**src/rtl/core/bsud_pkg.sv**
```systemverilog
// Shared encodings, constants and queue entry type of the BOM-sniffing decoder.
package bsud_pkg;

	// Encoding in use, as reported on the result side
	localparam logic [2:0] ENC_UTF8    = 3'd0;
	localparam logic [2:0] ENC_UTF16LE = 3'd1;
	localparam logic [2:0] ENC_UTF16BE = 3'd2;
	localparam logic [2:0] ENC_UTF32LE = 3'd3;
	localparam logic [2:0] ENC_UTF32BE = 3'd4;

	// Forced encoding register codes (one above the encoding in use)
	localparam logic [2:0] FORCE_NONE     = 3'd0;
	localparam logic [2:0] FORCE_UTF32BE  = 3'd5;

	// Configuration register indexes
	localparam logic CFG_SNIFF_ENABLE = 1'b0;
	localparam logic CFG_FORCED_ENC   = 1'b1;

	localparam logic [20:0] REPL_CP = 21'h00FFFD;
	localparam logic [31:0] MAX_CP  = 32'h0010FFFF;

	// One byte handed from the front to the decoder
	typedef struct packed {
		logic [7:0] data;
		logic [2:0] enc;
		logic       eos;       // last byte of the file: flush decoder state
		logic       step_end;  // last byte caused by one input item
	} bsud_entry_t;

endpackage

```
**src/rtl/core/bsud_fifo.sv**
```systemverilog
// Small queue of decoder entries between the front and the back.
module bsud_fifo import bsud_pkg::*; #(
	parameter int DEPTH = 4
) (
	input  logic        clk,
	input  logic        arst_n,
	input  logic        push,
	input  bsud_entry_t din,
	output logic        full,
	output logic        valid,
	input  logic        pop,
	output bsud_entry_t dout
);

	localparam int PW = (DEPTH > 1) ? $clog2(DEPTH) : 1;
	localparam int CW = $clog2(DEPTH + 1);
	localparam logic [PW-1:0] LAST_PTR = PW'(DEPTH - 1);
	localparam logic [CW-1:0] FULL_CNT = CW'(DEPTH);

	bsud_entry_t   mem_q [DEPTH];
	logic [PW-1:0] wr_ptr_q, rd_ptr_q;
	logic [CW-1:0] cnt_q;

	assign full  = (cnt_q == FULL_CNT);
	assign valid = (cnt_q != '0);
	assign dout  = mem_q[rd_ptr_q];

	// storage
	always_ff @(posedge clk) begin
		if (push) begin
			mem_q[wr_ptr_q] <= din;
		end
	end

	// pointers and fill count
	always_ff @(posedge clk or negedge arst_n) begin
		if (!arst_n) begin
			wr_ptr_q <= '0;
			rd_ptr_q <= '0;
			cnt_q    <= '0;
		end else begin
			if (push) begin
				wr_ptr_q <= (wr_ptr_q == LAST_PTR) ? '0 : wr_ptr_q + 1'b1;
			end
			if (pop) begin
				rd_ptr_q <= (rd_ptr_q == LAST_PTR) ? '0 : rd_ptr_q + 1'b1;
			end
			if (push && !pop) begin
				cnt_q <= cnt_q + 1'b1;
			end else if (!push && pop) begin
				cnt_q <= cnt_q - 1'b1;
			end
		end
	end

endmodule

```
**src/rtl/core/bsud_front.sv**
```systemverilog
// Front: takes file bytes, sniffs the byte order mark and queues bytes to decode.
module bsud_front import bsud_pkg::*; (
	input  logic        clk,
	input  logic        arst_n,
	input  logic        s_tvalid,
	output logic        s_tready,
	input  logic [7:0]  s_tdata,
	input  logic        s_tlast,
	input  logic        cfg_we,
	input  logic        cfg_index,
	input  logic [2:0]  cfg_wdata,
	output logic        q_push,
	output bsud_entry_t q_din,
	input  logic        q_full
);

	logic       sniff_en_q;
	logic [2:0] forced_q;
	logic [7:0] sb_q [4];
	logic [1:0] sc_q;
	logic       sdone_q;
	logic [2:0] enc_q;
	logic       rp_act_q;
	logic [1:0] rp_idx_q;
	logic [1:0] rp_last_q;
	logic       rp_eos_q;

	logic       accept;
	logic       direct;
	logic       finish;
	logic [7:0] cand [4];
	logic [2:0] n;
	logic [2:0] det, det_fin, skip;
	logic       rp_at_last;

	assign s_tready   = !rp_act_q && !q_full;
	assign accept     = s_tvalid && s_tready;
	assign direct     = sdone_q || !sniff_en_q;
	assign finish     = !direct && ((sc_q == 2'd3) || s_tlast);
	assign n          = {1'b0, sc_q} + 3'd1;
	assign rp_at_last = (rp_idx_q == rp_last_q);

	// bytes seen so far including the one on the port
	always_comb begin
		for (int i = 0; i < 4; i++) begin
			cand[i] = (sc_q == 2'(i)) ? s_tdata : sb_q[i];
		end
	end

	// mark match in priority order, then the forced override
	always_comb begin
		det  = ENC_UTF8;
		skip = 3'd0;
		if (n >= 3'd4 && cand[0] == 8'h00 && cand[1] == 8'h00 &&
		    cand[2] == 8'hFE && cand[3] == 8'hFF) begin
			det  = ENC_UTF32BE;
			skip = 3'd4;
		end else if (n >= 3'd4 && cand[0] == 8'hFF && cand[1] == 8'hFE &&
		             cand[2] == 8'h00 && cand[3] == 8'h00) begin
			det  = ENC_UTF32LE;
			skip = 3'd4;
		end else if (n >= 3'd3 && cand[0] == 8'hEF && cand[1] == 8'hBB &&
		             cand[2] == 8'hBF) begin
			det  = ENC_UTF8;
			skip = 3'd3;
		end else if (n >= 3'd2 && cand[0] == 8'hFE && cand[1] == 8'hFF) begin
			det  = ENC_UTF16BE;
			skip = 3'd2;
		end else if (n >= 3'd2 && cand[0] == 8'hFF && cand[1] == 8'hFE) begin
			det  = ENC_UTF16LE;
			skip = 3'd2;
		end
		if (forced_q != FORCE_NONE && forced_q <= FORCE_UTF32BE) begin
			det_fin = forced_q - 3'd1;
		end else begin
			det_fin = det;
		end
	end

	// queue write: replayed bytes, or a byte that goes straight through
	always_comb begin
		q_push = 1'b0;
		q_din  = '0;
		if (rp_act_q) begin
			q_push         = !q_full;
			q_din.data     = sb_q[rp_idx_q];
			q_din.enc      = enc_q;
			q_din.eos      = rp_eos_q && rp_at_last;
			q_din.step_end = rp_at_last;
		end else if (accept && direct) begin
			q_push         = 1'b1;
			q_din.data     = s_tdata;
			q_din.enc      = sdone_q ? enc_q : ENC_UTF8;
			q_din.eos      = s_tlast;
			q_din.step_end = 1'b1;
		end
	end

	// sniff buffer
	always_ff @(posedge clk) begin
		if (accept && !direct) begin
			sb_q[sc_q] <= s_tdata;
		end
	end

	// configuration, sniff control and replay sequencing
	always_ff @(posedge clk or negedge arst_n) begin
		if (!arst_n) begin
			sniff_en_q <= 1'b1;
			forced_q   <= FORCE_NONE;
			sc_q       <= '0;
			sdone_q    <= 1'b0;
			enc_q      <= ENC_UTF8;
			rp_act_q   <= 1'b0;
			rp_idx_q   <= '0;
			rp_last_q  <= '0;
			rp_eos_q   <= 1'b0;
		end else begin
			if (cfg_we) begin
				case (cfg_index)
					CFG_SNIFF_ENABLE: sniff_en_q <= cfg_wdata[0];
					CFG_FORCED_ENC:   forced_q   <= cfg_wdata;
					default:          ;
				endcase
			end

			if (accept) begin
				if (!sdone_q && !sniff_en_q) begin
					// sniffing off: the file is raw bytes
					sdone_q <= !s_tlast;
					enc_q   <= ENC_UTF8;
				end else if (!sdone_q) begin
					if (finish) begin
						sc_q <= '0;
						if (skip < n) begin
							sdone_q   <= 1'b1;
							enc_q     <= det_fin;
							rp_act_q  <= 1'b1;
							rp_idx_q  <= skip[1:0];
							rp_last_q <= sc_q;
							rp_eos_q  <= s_tlast;
						end else if (s_tlast) begin
							sdone_q <= 1'b0;
							enc_q   <= ENC_UTF8;
						end else begin
							sdone_q <= 1'b1;
							enc_q   <= det_fin;
						end
					end else begin
						sc_q <= sc_q + 2'd1;
					end
				end else if (s_tlast) begin
					sdone_q <= 1'b0;
					enc_q   <= ENC_UTF8;
				end
			end

			if (rp_act_q && !q_full) begin
				rp_idx_q <= rp_idx_q + 2'd1;
				if (rp_at_last) begin
					rp_act_q <= 1'b0;
					if (rp_eos_q) begin
						sdone_q <= 1'b0;
						enc_q   <= ENC_UTF8;
					end
				end
			end
		end
	end

endmodule

```
**src/rtl/core/bsud_back.sv**
```systemverilog
// Back: assembles code units, decodes code points and drives the result channel.
module bsud_back import bsud_pkg::*; (
	input  logic        clk,
	input  logic        arst_n,
	input  logic        q_valid,
	output logic        q_pop,
	input  bsud_entry_t q_dout,
	output logic        m_tvalid,
	input  logic        m_tready,
	output logic [23:0] m_tdata,
	output logic        m_tlast,
	output logic [3:0]  m_tuser
);

	// a result, or a bare marker that closes the run of an item
	typedef struct packed {
		logic        marker;
		logic [20:0] value;
		logic        raw;
		logic [2:0]  enc;
		logic        close;
	} tok_t;

	// decoder state
	logic [23:0] ub_q;
	logic [1:0]  ucnt_q;
	logic [9:0]  ph_q;
	logic        pv_q;

	// results of the last decoded entry
	tok_t        tk_q [2];
	logic [1:0]  rem_q;
	logic        head_q;

	// hold stage (last flag not yet known) and output register
	logic        h_v_q;
	tok_t        h_q;
	logic        o_v_q;
	tok_t        o_q;

	logic [23:0] nb_ub;
	logic [1:0]  nb_ucnt;
	logic [9:0]  nb_ph;
	logic        nb_pv;
	tok_t        r [2];
	logic [1:0]  rn;
	logic [1:0]  need_last;
	logic [15:0] u16;
	logic [31:0] u32;
	logic        is_hi, is_lo;

	logic        tok_avail;
	tok_t        cur;
	logic        o_free;
	logic        h_move;
	logic        tok_take;

	function automatic tok_t mk_tok(logic [20:0] v, logic raw, logic [2:0] enc);
		tok_t t;
		t        = '0;
		t.value  = v;
		t.raw    = raw;
		t.enc    = enc;
		return t;
	endfunction

	// decode one queued byte into at most two results
	always_comb begin
		nb_ub     = ub_q;
		nb_ucnt   = ucnt_q;
		nb_ph     = ph_q;
		nb_pv     = pv_q;
		r[0]      = '0;
		r[1]      = '0;
		rn        = 2'd0;
		u16       = '0;
		u32       = '0;
		is_hi     = 1'b0;
		is_lo     = 1'b0;
		need_last = (q_dout.enc == ENC_UTF16LE || q_dout.enc == ENC_UTF16BE) ? 2'd1 : 2'd3;

		if (q_dout.enc == ENC_UTF8) begin
			r[0] = mk_tok({13'd0, q_dout.data}, 1'b1, q_dout.enc);
			rn   = 2'd1;
		end else if (ucnt_q != need_last) begin
			nb_ub   = ub_q | ({16'd0, q_dout.data} << {ucnt_q, 3'd0});
			nb_ucnt = ucnt_q + 2'd1;
		end else begin
			nb_ub   = '0;
			nb_ucnt = '0;
			if (need_last == 2'd1) begin
				u16   = (q_dout.enc == ENC_UTF16LE) ? {q_dout.data, ub_q[7:0]}
				                                    : {ub_q[7:0], q_dout.data};
				is_hi = (u16[15:10] == 6'b110110);
				is_lo = (u16[15:10] == 6'b110111);
				if (pv_q && is_lo) begin
					// complete surrogate pair
					nb_pv = 1'b0;
					r[0]  = mk_tok(21'h010000 + {1'b0, ph_q, u16[9:0]}, 1'b0, q_dout.enc);
					rn    = 2'd1;
				end else begin
					if (pv_q) begin
						// high surrogate not followed by a low one
						nb_pv = 1'b0;
						r[0]  = mk_tok(REPL_CP, 1'b0, q_dout.enc);
						rn    = 2'd1;
					end
					if (is_hi) begin
						nb_ph = u16[9:0];
						nb_pv = 1'b1;
					end else begin
						r[rn[0]] = mk_tok(is_lo ? REPL_CP : {5'd0, u16}, 1'b0, q_dout.enc);
						rn       = rn + 2'd1;
					end
				end
			end else begin
				u32 = (q_dout.enc == ENC_UTF32LE)
				    ? {q_dout.data, ub_q[23:16], ub_q[15:8], ub_q[7:0]}
				    : {ub_q[7:0], ub_q[15:8], ub_q[23:16], q_dout.data};
				if (u32 > MAX_CP || u32[31:11] == 21'h00001B) begin
					r[0] = mk_tok(REPL_CP, 1'b0, q_dout.enc);
				end else begin
					r[0] = mk_tok(u32[20:0], 1'b0, q_dout.enc);
				end
				rn = 2'd1;
			end
		end

		// end of file: dangling high surrogate, then flush
		if (q_dout.eos) begin
			if (nb_pv) begin
				r[rn[0]] = mk_tok(REPL_CP, 1'b0, q_dout.enc);
				rn       = rn + 2'd1;
			end
			nb_ub   = '0;
			nb_ucnt = '0;
			nb_ph   = '0;
			nb_pv   = 1'b0;
		end

		// mark the final result of the item, or leave a marker
		if (q_dout.step_end) begin
			if (rn == 2'd0) begin
				r[0].marker = 1'b1;
				r[0].close  = 1'b1;
				rn          = 2'd1;
			end else begin
				r[rn[0] - 1'b1].close = 1'b1;
			end
		end
	end

	// result flow: decoded slot -> hold -> output register
	assign tok_avail = (rem_q != 2'd0);
	assign cur       = tk_q[head_q];
	assign o_free    = !o_v_q || m_tready;
	assign h_move    = h_v_q && o_free && (h_q.close || (tok_avail && !cur.marker));
	assign tok_take  = tok_avail && (cur.marker || !h_v_q || h_move);
	assign q_pop     = q_valid && ((rem_q == 2'd0) || (rem_q == 2'd1 && tok_take));

	assign m_tvalid = o_v_q;
	assign m_tdata  = {3'd0, o_q.value};
	assign m_tlast  = o_q.close;
	assign m_tuser  = {o_q.enc, o_q.raw};

	// result payload
	always_ff @(posedge clk) begin
		if (q_pop) begin
			tk_q[0] <= r[0];
			tk_q[1] <= r[1];
		end
		if (tok_take && !cur.marker) begin
			h_q <= cur;
		end else if (tok_take && h_v_q && !h_q.close) begin
			h_q.close <= 1'b1;
		end
		if (h_move) begin
			o_q <= h_q;
		end
	end

	// decoder state and flow control
	always_ff @(posedge clk or negedge arst_n) begin
		if (!arst_n) begin
			ub_q   <= '0;
			ucnt_q <= '0;
			ph_q   <= '0;
			pv_q   <= 1'b0;
			rem_q  <= '0;
			head_q <= 1'b0;
			h_v_q  <= 1'b0;
			o_v_q  <= 1'b0;
		end else begin
			if (q_pop) begin
				ub_q   <= nb_ub;
				ucnt_q <= nb_ucnt;
				ph_q   <= nb_ph;
				pv_q   <= nb_pv;
				rem_q  <= rn;
				head_q <= 1'b0;
			end else if (tok_take) begin
				rem_q  <= rem_q - 2'd1;
				head_q <= head_q + 1'b1;
			end

			if (tok_take && !cur.marker) begin
				h_v_q <= 1'b1;
			end else if (h_move) begin
				h_v_q <= 1'b0;
			end

			if (h_move) begin
				o_v_q <= 1'b1;
			end else if (m_tready) begin
				o_v_q <= 1'b0;
			end
		end
	end

endmodule

```
**src/rtl/core/bom_sniffing_utf16_utf32_decoder.sv**
```systemverilog
// Top level of the BOM-sniffing UTF-8/16/32 byte stream decoder.
//
//  channel   dir  handshake          payload
//  s_*       in   tvalid / tready    tdata = data_byte, tlast = end_of_stream
//  m_*       out  tvalid / tready    tdata = value, tlast = last_of_run,
//                                    tuser = raw_byte, active_encoding
//  cfg_*     in   cfg_we             cfg_index, cfg_wdata (no read-back)
//
//  One byte per cycle is taken while the queue has room and no replay runs. When
//  sniffing ends (fourth byte of a file, or an earlier end of stream) the buffered
//  bytes outside the mark are replayed into the queue, one per cycle while it has
//  room, with s_tready low until the replay ends. The decoder yields one result
//  per cycle while the output is not stalled; a byte that gives two results holds off
//  the next queue read until both have gone, absorbed by the QUEUE_DEPTH-entry queue.
//  Asynchronous reset: sniffing enabled, no forced encoding, stream state cleared.
module bom_sniffing_utf16_utf32_decoder import bsud_pkg::*; #(
	parameter int QUEUE_DEPTH = 4
) (
	input  logic        clk,
	input  logic        arst_n,
	input  logic        s_tvalid,
	output logic        s_tready,
	input  logic [7:0]  s_tdata,   // [7:0] data_byte
	input  logic        s_tlast,
	output logic        m_tvalid,
	input  logic        m_tready,
	output logic [23:0] m_tdata,   // [20:0] value, [23:21] zero
	output logic        m_tlast,
	output logic [3:0]  m_tuser,   // [0] raw_byte, [3:1] active_encoding
	input  logic        cfg_we,
	input  logic        cfg_index,
	input  logic [2:0]  cfg_wdata
);

	logic        q_push, q_full, q_valid, q_pop;
	bsud_entry_t q_din, q_dout;

	bsud_front u_front (
		.clk       (clk),
		.arst_n    (arst_n),
		.s_tvalid  (s_tvalid),
		.s_tready  (s_tready),
		.s_tdata   (s_tdata),
		.s_tlast   (s_tlast),
		.cfg_we    (cfg_we),
		.cfg_index (cfg_index),
		.cfg_wdata (cfg_wdata),
		.q_push    (q_push),
		.q_din     (q_din),
		.q_full    (q_full)
	);

	bsud_fifo #(
		.DEPTH (QUEUE_DEPTH)
	) u_queue (
		.clk    (clk),
		.arst_n (arst_n),
		.push   (q_push),
		.din    (q_din),
		.full   (q_full),
		.valid  (q_valid),
		.pop    (q_pop),
		.dout   (q_dout)
	);

	bsud_back u_back (
		.clk      (clk),
		.arst_n   (arst_n),
		.q_valid  (q_valid),
		.q_pop    (q_pop),
		.q_dout   (q_dout),
		.m_tvalid (m_tvalid),
		.m_tready (m_tready),
		.m_tdata  (m_tdata),
		.m_tlast  (m_tlast),
		.m_tuser  (m_tuser)
	);

endmodule
```
**config.mk**
```make
export PLATFORM = sky130hd
export DESIGN_NAME = bom_sniffing_utf16_utf32_decoder
export DESIGN_NICKNAME = d
export VERILOG_FILES = /design/src/rtl/core/bsud_pkg.sv /design/src/rtl/core/bsud_fifo.sv /design/src/rtl/core/bsud_front.sv /design/src/rtl/core/bsud_back.sv /design/src/rtl/core/bom_sniffing_utf16_utf32_decoder.sv
export SDC_FILE = /design/constraint.sdc
export NUM_CORES = 1
export LEC_CHECK = 0
export BUFFER_PORTS_ARGS = -buffer_cell sky130_fd_sc_hd__buf_2
export CORE_AREA = 2 2 151 153
export DETAILED_ROUTE_END_ITERATION = 16
export DIE_AREA = 0 0 153 155
export PLACE_DENSITY_LB_ADDON = 0.12
export SLEW_MARGIN = 20
export SYNTH_ARGS = -nofsm -noshare
export SYNTH_HDL_FRONTEND = slang
export SYNTH_HIERARCHICAL = 1
export SYNTH_SLANG_ARGS = --single-unit
```
**constraint.sdc**
```tcl
create_clock -name clk -period 9.3 [get_ports clk]
set_clock_uncertainty 0.2 [all_clocks]
set_input_delay 0.465 -clock clk [delete_from_list [all_inputs] [get_ports clk]]
set_output_delay 0.465 -clock clk [all_outputs]
set_load 0.02 [all_outputs]
```
# Word-level counts from Yosys, hierarchy flattened
# Memory sizes are Yosys's and may differ from the RTL's.
# Cells that the tools add are included.
# W data, S select, Z words.
# totals
reg_bits	117
mem_bits_rw	138
in_bits	18
output_inout_bits	31
word_cells	323
n_memories	3
# mem_list
memory	words	width	read_ports	rd_clocked_by_memory_dff	write_ports	line	rtl
u_back.tk_q	2	27	1	0	2	bsud_back.sv:31	tok_t tk_q [2];
u_queue.mem_q	4	13	1	0	1	bsud_fifo.sv:20	bsud_entry_t mem_q [DEPTH];
u_front.sb_q	4	8	5	0	1	bsud_front.sv:19	logic [7:0] sb_q [4];
# op_classes
addsub	15
order_cmp	12
n_eq_ne	30
n_shift	1
mux	139
n_bitwise	7
n_reduce_logical	88
# op_table
operator	count
$mux W27	13
$mux W54	5
$bwmux W54	3
$demux W27 S1	3
$eq A8 B8 Y1 const B	9
$mux W24	3
$mux W3	22
$mux W10	6
$mux W2	29
$mux W1	43
$logic_and A1 B1 Y1	39
$gt A32 B21 Y1 const B	1
$logic_not A8 Y1	4
$mux W16	2
$mux W32	1
$mux W8	4
$mux W13	2
$mux W26	1
$mux W25	1
$or A24 B24 Y24	1
$shl A8 B5 Y24	1
$reduce_bool A2 Y1	11
$add A17 B20 Y21 const A	1
$eq A21 B5 Y1 const B	1
34 further kinds	86

# Longest topological paths before layout
# Gate-level depths: netlist of the first run.
# An unclocked memory read counts as a cell.
# logic_depth
depth_word	27
mapped_depth	18
mapped_depth_nobuf	13

# Hierarchy
# The synthesis of the first run kept the hierarchy.
# by_module_without_submodules
module	n_inst	cells_per_inst	area_each_um2	seq_area_each_um2
bsud_back	1	629	6995.5	4023.9
bsud_front	1	263	2891.5	1362.6
bsud_fifo	1	105	2323.5	1736.7

# Least setup slack after synthesis of the first run
# No wires, ideal clock.
# synth_path
path_type	reg2reg
from	register u_queue.rd_ptr_q[0]
to	memory u_back/tk_q[1][18] (netlist bit) (data pin)
setup_ns	0.272
arrival_ns	3.590
required_time_ns	8.828
setup_slack_ns	5.238
path_stages_with_launch	19
path_buffers	6
period_less_slack_ns	4.062
cell_sequence	dfrtp_1 buf_6 buf_12 mux4_2 buf_6 or3b_1 buf_6 and4b_4 or2_1 buf_6 inv_1 ha_1 nand2b_1 mux2i_1 a21oi_1 a21oi_1 nand2_1 buf_2 o21ai_0
# synth_lines
element	line	rtl
start: declaration	bsud_fifo.sv:21	logic [PW-1:0] wr_ptr_q, rd_ptr_q;
start signal: assignment	bsud_fifo.sv:46	rd_ptr_q <= (rd_ptr_q == LAST_PTR) ? '0 : rd_ptr_q + 1'b1;
end: declaration	bsud_back.sv:31	

==> results of run 1 <==
final cells by class:
class | count | area (um^2)
Clock inverter | 20 | 211.5
Clock buffer | 29 | 683.2
Timing Repair Buffer | 58 | 332.8
Inverter | 30 | 112.6
Tap cell | 285 | 356.6
Sequential cell | 248 | 7123
Multi-Input combinational cell | 662 | 4676
Fill cell | 1760 | 8732
layer usage:
layer,part of all wire,track usage
met1,0.42,0.3074
met2,0.49,0.3976
met3,0.063,0.03315
met4,0.028,0.07011
met5,0,0
cells in the mapped netlist, types with 10 or more instances:
library cell    n
and4_1         10
nor3_1         16
nand3_1        19
a21oi_1        44
mux2i_1        30
nor2_1         68
and3_1         12
nor4_1         13
o211ai_1       19
nand4_1        11
mux2_2         33
inv_1          28
o21ai_0        74
dfrtp_1        64
nor2b_1        14
ha_1           20
edfxtp_1      183
clkbuf_1       29
mux4_2         15
nand2_1       107
power by group through the flow:
stage / clock, mW / combinational, mW / sequential (mW)
finish: 1.06 / 2.11 / 2.05
global route: 1.14 / 2.30 / 2.10
CTS: 1.09 / 2.09 / 2.05
detailed placement: 0 / 2.08 / 2.07
global placement: 0 / 2.07 / 2.05
floorplan: 0 / 1.60 / 2.00
state kept, by name (all words and copies together), names as in the netlist, 3 cells and up:
register,flops
u_back/tk_q,47
u_front/sb_q,32
u_back/m_tdata,21
u_back/ph_q,10
u_back/m_tuser,4
u_queue/mem_q,52
u_front/forced_q,3
u_front/enc_q,3
u_back/ub_q,24
u_back/h_q,26
u_queue/cnt_q,3
critical path: cells and delay by family (launching register included):
family | cells | cell delay (ns)
simple gates | 5 | 1.97
mux | 2 | 0.93
compound gates | 3 | 0.74
fa+ha+maj | 1 | 0.24
flops | 1 | 0.91
buf+inv | 1 | 0.09
path summary, 6_finish.rpt:
path | slack, ns | start | endpoint
setup reg to reg | 3.90 | u_queue/rd_ptr_q[0] | u_back/tk_q[1][15]
max in group asynchronous | 7.77 | arst_n | u_queue/wr_ptr_q[1]
min in group asynchronous | 0.50 | arst_n | u_back/ph_q[1]
hold / removal | 0.06 | s_tdata[1] | u_front/sb_q[2][1]
setup / recovery | 3.90 | u_queue/rd_ptr_q[0] | u_back/tk_q[1][15]
hold reg to reg | 0.22 | u_back/h_q[22] | u_back/m_tdata[17]
repair_timing:
item,in CTS,in global routing
resized for setup,0,0
hold buffers,4,0
buffers inserted,0,0
hold endpoints to repair,40,0
logic make-up (layout without fill, tap and decap cells):
family                     Yosys count  count (layout)  share of synthesized area
buffers and inverters               89             137                    0.03535
DFF                                248             248                     0.5834
AOI/OAI and AO/OA                  216             216                     0.1152
and+or+nand+nor                    323             323                     0.1357
muxes                               86              86                    0.09868
adders and majority gates           21              21                    0.02213
other                                1               3                  0.0003071
xor gates and xnor gates            13              13                   0.009325
per-stage QoR:
| stage | cell area [um^2] | hold slack [ns] | cells |
|---|---|---|---|
| after floorplan | 12220 | -0.03059 | 999 |
| after global placement | 12560 | 0.2015 | 1279 |
| after detailed placement | 12560 | 0.2045 | 1279 |
| after CTS | 13500 | 0.04656 | 1332 |
| after global routing | 13500 | 0.05769 | 1332 |
| final | 13500 | 0.06143 | 1332 |
==> summary.md, run 1 <==
| Metric | Value |
|---|---|
| Status | finished, final reports clean |
| GR Util All Layers | 0.2309 |
| Sequential-to-total area share from yosys stat | 0.5834 |
| Initial Util | 0.5493 |
| Vias in the first global route | 7823 |
| Reg clk slew, reported paths | 0.06 ns |
| Flop pwr share | 0.392 |
| Most frequent cells in the layout | 183 x edfxtp_1, 107 x nand2_1, 74 x o21ai_0 |
| Routed Wire Length | 27390 um |
| Final setup vio count | 0 |
| Clk pwr share | 0.204 |
| Largest net degree at the start of global routing | 66 |
| Area Overhead vs Synth | 10.52% |
| Clock root cell | clkbuf_16 |
| CP Data Arrival Time | 5.42 ns |
| Cell Chain, Critical Path | mux4_1, or3b_1, and4b_4, or2_1, inv_1, ha_1, nand2b_1, mux2i_1, a21oi_1, a21oi_1, nand2_1, o21ai_0 |
| Die ar. | 23720 um^2 |
| Mapped Area | 12210 um^2 |
| Max Slew Vio Count | 0 |
| Vias | 8257 |
| Synth unique cells | 84 |
| Crit-path slowest cell | dfrtp_1 |
| Synth area leaders | edfxtp_1 45%, dfrtp_1 13%, nand2_1 3.3%, mux2_2 3.0%, o21ai_0 3.0% |
| ANT nets after route | 0 |
| CTS tree | yes |
| Post-synthesis register bit count | 248 |
| 1st-iter DRT viols | 696 |
| Final #Nets | 1066 |
| Cells after Synth | 997 |
| CTS max path bufs | 3 |
| Row Count | 55 |
| Crit Path Class | reg2reg |
| Ports | 49 |
| Share of cells above drive strength 1 | 0.1662 |
| Final Core Density | 0.6071 |
| Crit-path max FO | 19 |
| Max frequency | 0.1852 GHz |
| Die span in y | 155 um |
| Tightest Pin Transition | 1.059 ns |
| WHS Path Cells | 1 |
| Diode count | 0 |
| Crit path time final | 5.400 ns |
| Required time of the critical path | 9.32 ns |
| Fin Setup TNS | 0 ns |
| Tcrit/Tclk final | 0.5806 |
| # DRC | 0 |
| Setup ws final | 3.900 ns |
| Number of cells on the worst reg-to-reg path | 12 |
| Post-place setup slack | 3.955 ns |
| Routability cong. | 0.8962 |
| Net Sw Frac | 0.3921 |
| Routed wire per std cell | 20.56 um |
| PortBufs | 45 |
| Combinational power share | 0.404 |
| H-tree levels | 1 |
| Worst hold path type | in2reg |
| # clock sinks | 248 |
| First-pass iteration count of the detailed router | 5 |
| Crit end category | register |
| Final Total Pwr | 5.220 mW |
| CP dominant cell by count | a21oi_1 |
| RSZ-0062 raised after global routing | no |
| Nature of the critical path startpoint | register |
| Initial antenna violation count | 0 |
| Largest stage delay, worst path | 0.91 ns |
| Commonest non-fill, non-tap cell in the layout | edfxtp_1 |
| TritonCTS Buffers | 27 |
| Dominant cell type by area after synthesis | edfxtp_1 |
| Die Span X | 153 um |
| Synth warnings | 6 |
| Power per Cell Area | 386.8 nW/um^2 |
| FFs w/ async S/R, synth | 0.2621 |
| Post-DP HPWL | 19070 um |
| Core area | 22230 um^2 |
| # Max-Cap Violations | 0 |
| Slew margin rel. | 0.2940 |
| Internal cell power | 3.173 mW |
| Synth top area share | 0.4500 |
| Later-pin clock latency in the skew report | 0.53 ns |
| Psw | 2.047 mW |
| First-pass GRT wire length | 43500 um |
| EDFF count, synth | 183 |
| Via density | 6.199 |
| Leak pwr | 5.084 nW |
| Worst vdd ir | 0.1997 mV |
| Ys flop type | edfxtp_1 |
| Total gr overflow | 0 |
| Hold Violations, Final | 0 |
| Mapped Avg Cell Area | 12.25 um^2 |
Note: power is estimated with default switching activity, not from simulation.
==> run 2, diff against run 1 <==
ABC_AREA = 1   (was default)
CORE_AREA = 2 2 157 159   (was 2 2 151 153)
DIE_AREA = 0 0 159 161   (was 0 0 153 155)
clock period = 4.7 ns   (was 9.3 ns; I/O delays follow)
==> summary.md, run 2 <==
| Metric | Value |
|---|---|
| Crit Path Class | reg2reg |
| EDFF count, synth | 183 |
| GR Util All Layers | 0.2525 |
| FF-to-FF setup slack | 0.48 ns |
| Final #Nets | 1599 |
| Die span in y | 161 um |
| H-tree levels | 1 |
| Slew margin rel. | 0.3903 |
| Max Slew Vio Count | 0 |
| Number of cells on the worst reg-to-reg path | 20 |
| Worst vdd ir | 0.4086 mV |
| Crit path time final | 4.219 ns |
| Reg clk slew, reported paths | 0.06 ns |
| First-pass iteration count of the detailed router | 7 |
| Compound-Gate Fraction of Synth Area | 0.1126 |
| Most common cell in the synthesized netlist | nand2_1 |
| CP Data Arrival Time | 4.31 ns |
| Mapped Avg Cell Area | 8.715 um^2 |
| Die ar. | 25600 um^2 |
| ANT nets after route | 0 |
| TritonCTS Buffers | 27 |
| Synth warnings | 6 |
| Biggest regs | u_queue/mem_q (52), u_back/tk_q (47), u_front/sb_q (32) |
| First-pass GRT wire length | 51810 um |
| Cells after Synth | 1507 |
| Max frequency | 0.2370 GHz |
| CP dominant cell by count | nand2_1 |
| Leak pwr | 6.396 nW |
| Most frequent cells in the layout | 449 x nand2_1, 183 x edfxtp_1, 178 x inv_1 |
| Post-synthesis register bit count | 248 |
| Clock root cell | clkbuf_16 |
| Post-DP HPWL | 22870 um |
| Cell Chain, Critical Path | inv_2, buf_4, o211ai_2, nand2_1, nand3_4, o21ai_2, nand2_1, nor2_2, inv_2, nor2_4, inv_1, ha_1, nor2_1, nand2_1, nand2_1, nand2_2, nor2_4, inv_2, nand2_1, nor2_1 |
| Sequential-to-total area share from yosys stat | 0.5423 |
| Later-pin clock latency in the skew report | 0.54 ns |
| Share of cells above drive strength 1 | 0.1057 |
| # Max-Cap Violations | 0 |
| CTS tree | yes |
| Nature of the critical path startpoint | register |
| Routed Wire Length | 32400 um |
| Final Total Pwr | 11.35 mW |
| Crit-path max FO | 42 |
| Largest net degree at the start of global routing | 66 |
| Fill count | 2090 |
| Synth area leaders | edfxtp_1 42%, nand2_1 13%, dfrtp_1 12%, inv_1 5.1%, o21ai_0 3.9% |
| Multiplexer area fraction after synthesis | 0 |
| FFs w/ async S/R, synth | 0.2621 |
| Largest register FFs | 52 |
| Crit end category | register |
| Via density | 5.507 |
| Post-synth top cells | 449 x nand2_1, 183 x edfxtp_1, 178 x inv_1, 103 x o21ai_0, 100 x nor2_1 |
| Crit. Startpoint | u_queue/rd_ptr_q[0] |
| Ports | 49 |
| Tightest Pin Transition | 0.9096 ns |
| Vias in the first global route | 9579 |
| Required time of the critical path | 4.79 ns |
| Synth top area share | 0.4184 |
| Total gr overflow | 0 |
| Fin Setup TNS | 0 ns |
| Core area | 23960 um^2 |
| Reg area | 7123 um^2 |
| Status | finished, final reports clean |
| Tcrit/Tclk final | 0.8976 |
| Die Span X | 159 um |
| Routed wire per std cell | 17.01 um |
| CP delay by family, top | simple AND/OR/NAND/NOR gates |
| # clock sinks | 248 |
| R2R Path End | u_back/tk_q[0][23] |
| Post-Synth Adder-Cell Area | 0.02058 |
| Diode count | 0 |
| Routability cong. | 0.9867 |
| Final Core Density | 0.6108 |
| Area of the multi-input gates | 4895 um^2 |
| Post-Synth Simple-Gate Area | 0.2344 |
| Row Count | 57 |
| Largest stage delay, worst path | 0.42 ns |
| PortBufs | 45 |
| Combinational family with the most area after synthesis | simple AND/OR/NAND/NOR gates |
| # DRC | 0 |
| Ys flop type | edfxtp_1 |
| 1st-iter DRT viols | 988 |
| Final setup vio count | 0 |
| Dominant cell type by area after synthesis | edfxtp_1 |
| Worst hold path type | in2async |
| CTS max path bufs | 3 |
| Area Overhead vs Synth | 11.44% |
| Largest register by flop count | u_queue/mem_q |
| RSZ-0062 raised after global routing | no |
| Synth unique cells | 49 |
| Initial antenna violation count | 0 |
| Crit-path slowest cell | buf_4 |
| Worst R2R Start | u_queue/rd_ptr_q[0] |
| Hold Violations, Final | 0 |
| Xor/xnor share of the synthesized area | 0.004001 |
| Critical path buffers and inverters | 5 |
| Mapped Area | 13130 um^2 |
| Power per Cell Area | 775.1 nW/um^2 |
| Initial Util | 0.5481 |
| Commonest non-fill, non-tap cell in the layout | nand2_1 |
| Vias | 10485 |
| Setup bufs post-CTS | 0 |
## run 2: changes by cell type after synthesis, sizes merged, moves of 21 or more
cell   delta
mux2i    -31
nand2   +353
mux4     -21
nor2     +43
nand4    +23
mux2     -34
inv     +163
a21oi    +33
nand3    +63
o21ai    +37
## run 2: report_power, final
group | internal, mW | total [mW] | leakage [nW] | switching, mW
Sequential | 3.55 | 3.92 | 2.58 | 0.375
Combinational | 1.40 | 5.27 | 3.38 | 3.87
Clock | 1.32 | 2.16 | 0.441 | 0.834
## run 2: final cells by class
type                    instances  area share
repair buffers                 85     0.03967
well taps                     324     0.02770
flip-flops and latches        248      0.4867
inverters                     194     0.04975
clock buffers                  32     0.04744
multi-input cells            1004      0.3344
clock inverters                17     0.01436
## run 2: worst register-to-register path: stages, from the launching register on
cell and delay, ns:
dfrtp_1 0.41, inv_2 0.17, buf_4 0.42, o211ai_2 0.11, nand2_1 0.25, nand3_4 0.32, o21ai_2 0.31, nand2_1 0.10
nor2_2 0.16, inv_2 0.08, nor2_4 0.15, inv_1 0.08, ha_1 0.27, nor2_1 0.10, nand2_1 0.08, nand2_1 0.10
nand2_2 0.09, nor2_4 0.19, inv_2 0.14, nand2_1 0.16, nor2_1 0.08
## run 2: stage by stage
stage | instance area [um^2] | hold slack [ns] | worst slack, ns | std cells
3_3_place_gp | 13510 | 0.2007 | 0.6685 | 1833
3_5_place_dp | 13510 | 0.2045 | 0.5551 | 1833
6_report | 14640 | 0.2025 | 0.4813 | 1904
2_1_floorplan | 13140 | -0.2606 | 0.4919 | 1509
5_1_grt | 14640 | 0.2159 | 0.1093 | 1904
4_1_cts | 14640 | 0.2082 | 0.5400 | 1904
## run 2: cells by family (layout without fill, tap and decap cells)
kind of cell | count (synthesis) | count (layout)
and+or+nand+nor | 721 | 721
buffers and inverters | 257 | 328
AOI/OAI and AO/OA | 253 | 253
DFF | 248 | 248
adders and majority gates | 21 | 21
xor gates and xnor gates | 6 | 6
other | 1 | 3
## run 2: worst max-delay path by stage
| stage | endpoint | cells after the start | slack (ns) |
|---|---|---|---|
| global route | u_back/tk_q[0][23] | 20 | 0.11 |
| global placement | u_back/tk_q[0][21] | 20 | 0.67 |
| finish | u_back/tk_q[0][23] | 20 | 0.48 |
| detailed placement | u_back/tk_q[0][23] | 20 | 0.56 |
| CTS | u_back/tk_q[0][23] | 20 | 0.54 |
| floorplan | u_queue/cnt_q[1] | 17 | 0.49 |
## run 2: what timing repair did
action,4_1_cts,5_1_grt
endpoints found under the hold margin,106,0
resized for setup,0,0
setup endpoints to repair,0,0
hold buffers,22,0
## run 2: routing by layer
metal / GRT usage / wire, um / vias to the layer above
li1: - / - / 5115
met1: 0.3891 / 15130 / 4913
met2: 0.3688 / 13730 / 412
met3: 0.04520 / 2771 / 45
met4: 0.06983 / 763 / 0
met5: 0 / 0 / -
==> run 3, diff against run 2 <==
CELL_PAD_IN_SITES_DETAIL_PLACEMENT = 0   (was default)
CELL_PAD_IN_SITES_GLOBAL_PLACEMENT = 2   (was default)
CORE_AREA = 2 2 197 199   (was 2 2 157 159)
DIE_AREA = 0 0 199 201   (was 0 0 159 161)
==> summary.md, run 3 (synthesis results as in run 2) <==
| Metric | Value |
|---|---|
| Initial antenna violation count | 1 |
| Crit-path slowest cell | buf_4 |
| Nature of the critical path startpoint | register |
| Area Overhead vs Synth | 13.89% |
| Met2 wire length | 15520 um |
| Max Slew Vio Count | 0 |
| Ports | 49 |
| Total gr overflow | 0 |
| Die span in y | 201 um |
| Largest stage delay, worst path | 0.43 ns |
| 1st-iter DRT viols | 864 |
| Fill count | 3925 |
| Routed wire per std cell | 18.18 um |
| Later-pin clock latency in the skew report | 0.59 ns |
| First-pass GRT wire length | 59940 um |
| Commonest non-fill, non-tap cell in the layout | nand2_1 |
| Largest register FFs | 52 |
| Worst hold path type | in2async |
| Crit Path Class | reg2reg |
| Setup bufs post-CTS | 0 |
| Final Total Pwr | 11.59 mW |
| Post-DP HPWL | 27910 um |
| Via density | 4.884 |
| Worst vdd ir | 0.3413 mV |
| Diode count | 0 |
| Tightest Pin Transition | 0.9225 ns |
| Largest net degree at the start of global routing | 61 |
| Row Count | 72 |
| Max frequency | 0.2400 GHz |
| Die Span X | 199 um |
| PortBufs | 45 |
| Crit path time final | 4.166 ns |
| Met3 WL post-DR | 2394 um |
| Biggest regs | u_queue/mem_q (52), u_back/tk_q (47), u_front/sb_q (32) |
| Reg clk slew, reported paths | 0.06 ns |
| Leak pwr | 6.434 nW |
| # clock sinks | 248 |
| Cells after DPL | 2030 |
| Final Core Density | 0.3925 |
| Routability cong. | 0.8615 |
| Share of cells above drive strength 1 | 0.1094 |
| Crit end category | register |
| First-pass iteration count of the detailed router | 7 |
| Cell Chain, Critical Path | inv_2, buf_4, o211ai_1, nand2_1, inv_1, o21ai_2, nand2_1, nor2_2, inv_2, nor2_4, inv_1, ha_1, nor2_1, nand2_1, nand2_1, nand2_2, nand3_1, nand2_1, nand2_1, inv_1, nand2_1, nand2_1, inv_1 |
| Hold buffers post-CTS | 23 |
| Routed Wire Length | 38340 um |
| CTS tree | yes |
| CP Data Arrival Time | 4.32 ns |
| Most frequent cells in the layout | 449 x nand2_1, 183 x edfxtp_1, 178 x inv_1 |
| Tcrit/Tclk final | 0.8864 |
| Slew margin rel. | 0.3850 |
| Required time of the critical path | 4.85 ns |
| Final std cells w/o fill | 2109 |
| Vias | 10300 |
| Vias in the first global route | 9845 |
| Final setup vio count | 0 |
| Post-CTS sizing | 0 |
| Status | finished, final reports clean |
| # DRC | 0 |
| TritonCTS Buffers | 30 |
| Hold Violations, Final | 0 |
| Initial Util | 0.3447 |
| Top Layer Used | met4 |
| Power per Cell Area | 774.7 nW/um^2 |
| ANT nets after route | 0 |
| Met1 Routed Length | 19900 um |
| Die ar. | 40000 um^2 |
| CP dominant cell by count | nand2_1 |
| Core area | 38110 um^2 |
| Largest register by flop count | u_queue/mem_q |
| GR Util All Layers | 0.1968 |
| Fin Setup TNS | 0 ns |
| CTS max path bufs | 3 |
| RSZ-0062 raised after global routing | no |
| Crit-path max FO | 41 |
| H-tree levels | 1 |
| # Max-Cap Violations | 0 |
| Clock root cell | clkbuf_16 |
| Final #Nets | 1606 |
run 3: worst max-delay path, delay by kind of cell (launching register included):
kind	cells	cell delay [ns]
AND/OR/NAND/NOR	13	1.61
buffers and inverters	7	1.07
flip-flops	1	0.40
AO/OA/AOI/OAI	2	0.39
adder cells (fa/ha/maj)	1	0.27
run 3: per-layer routing:
metal | up-vias | GRT usage
met3 | 38 | 0.03562
met1 | 4868 | 0.3147
met4 | 0 | 0.03891
met5 | - | 0
met2 | 257 | 0.2742
li1 | 5137 | -
run 3: where the power goes:
part / switching, mW / leakage (nW) / internal [mW] / total (mW)
clock network: 0.940 / 0.459 / 1.29 / 2.23
registers: 0.386 / 2.58 / 3.55 / 3.94
logic: 4.03 / 3.40 / 1.40 / 5.43
run 3: worst paths after layout:
check,start,end,slack [ns],depth (start not counted)
max in group asynchronous,arst_n,u_queue/rd_ptr_q[1],3.45,3
min,arst_n,u_back/pv_q,0.17,3
max reg2reg,u_queue/rd_ptr_q[0],u_back/tk_q[0][0],0.53,23
min reg2reg,u_back/h_q[6],u_back/m_tdata[1],0.22,0
min in group clk,m_tready,u_back/m_tvalid,0.20,3
max,u_queue/rd_ptr_q[0],u_back/tk_q[0][0],0.53,23
run 3: final cells by class:
class / count / area (um^2) / share of cell area
clock inverter: 19 / 171.4 / 0.01146
sequential: 248 / 7123 / 0.4762
timing repair buffer: 89 / 615.6 / 0.04115
inverter: 194 / 728.2 / 0.04868
tap: 518 / 648.1 / 0.04333
clock buffer: 37 / 777.0 / 0.05194
multi-input combinational: 1004 / 4895 / 0.3272
run 3: per-stage QoR:
| stage | hold slack, ns | setup slack (ns) | cell area (um^2) |
|---|---|---|---|
| 6_report | 0.1723 | 0.5341 | 14960 |
| 2_1_floorplan | -0.2606 | 0.4919 | 13140 |
| 4_1_cts | 0.1738 | 0.5737 | 14960 |
| 5_1_grt | 0.2034 | 0.09838 | 14960 |
| 3_5_place_dp | -0.1531 | 0.5485 | 13780 |
| 3_3_place_gp | -0.1526 | 0.5533 | 13780 |
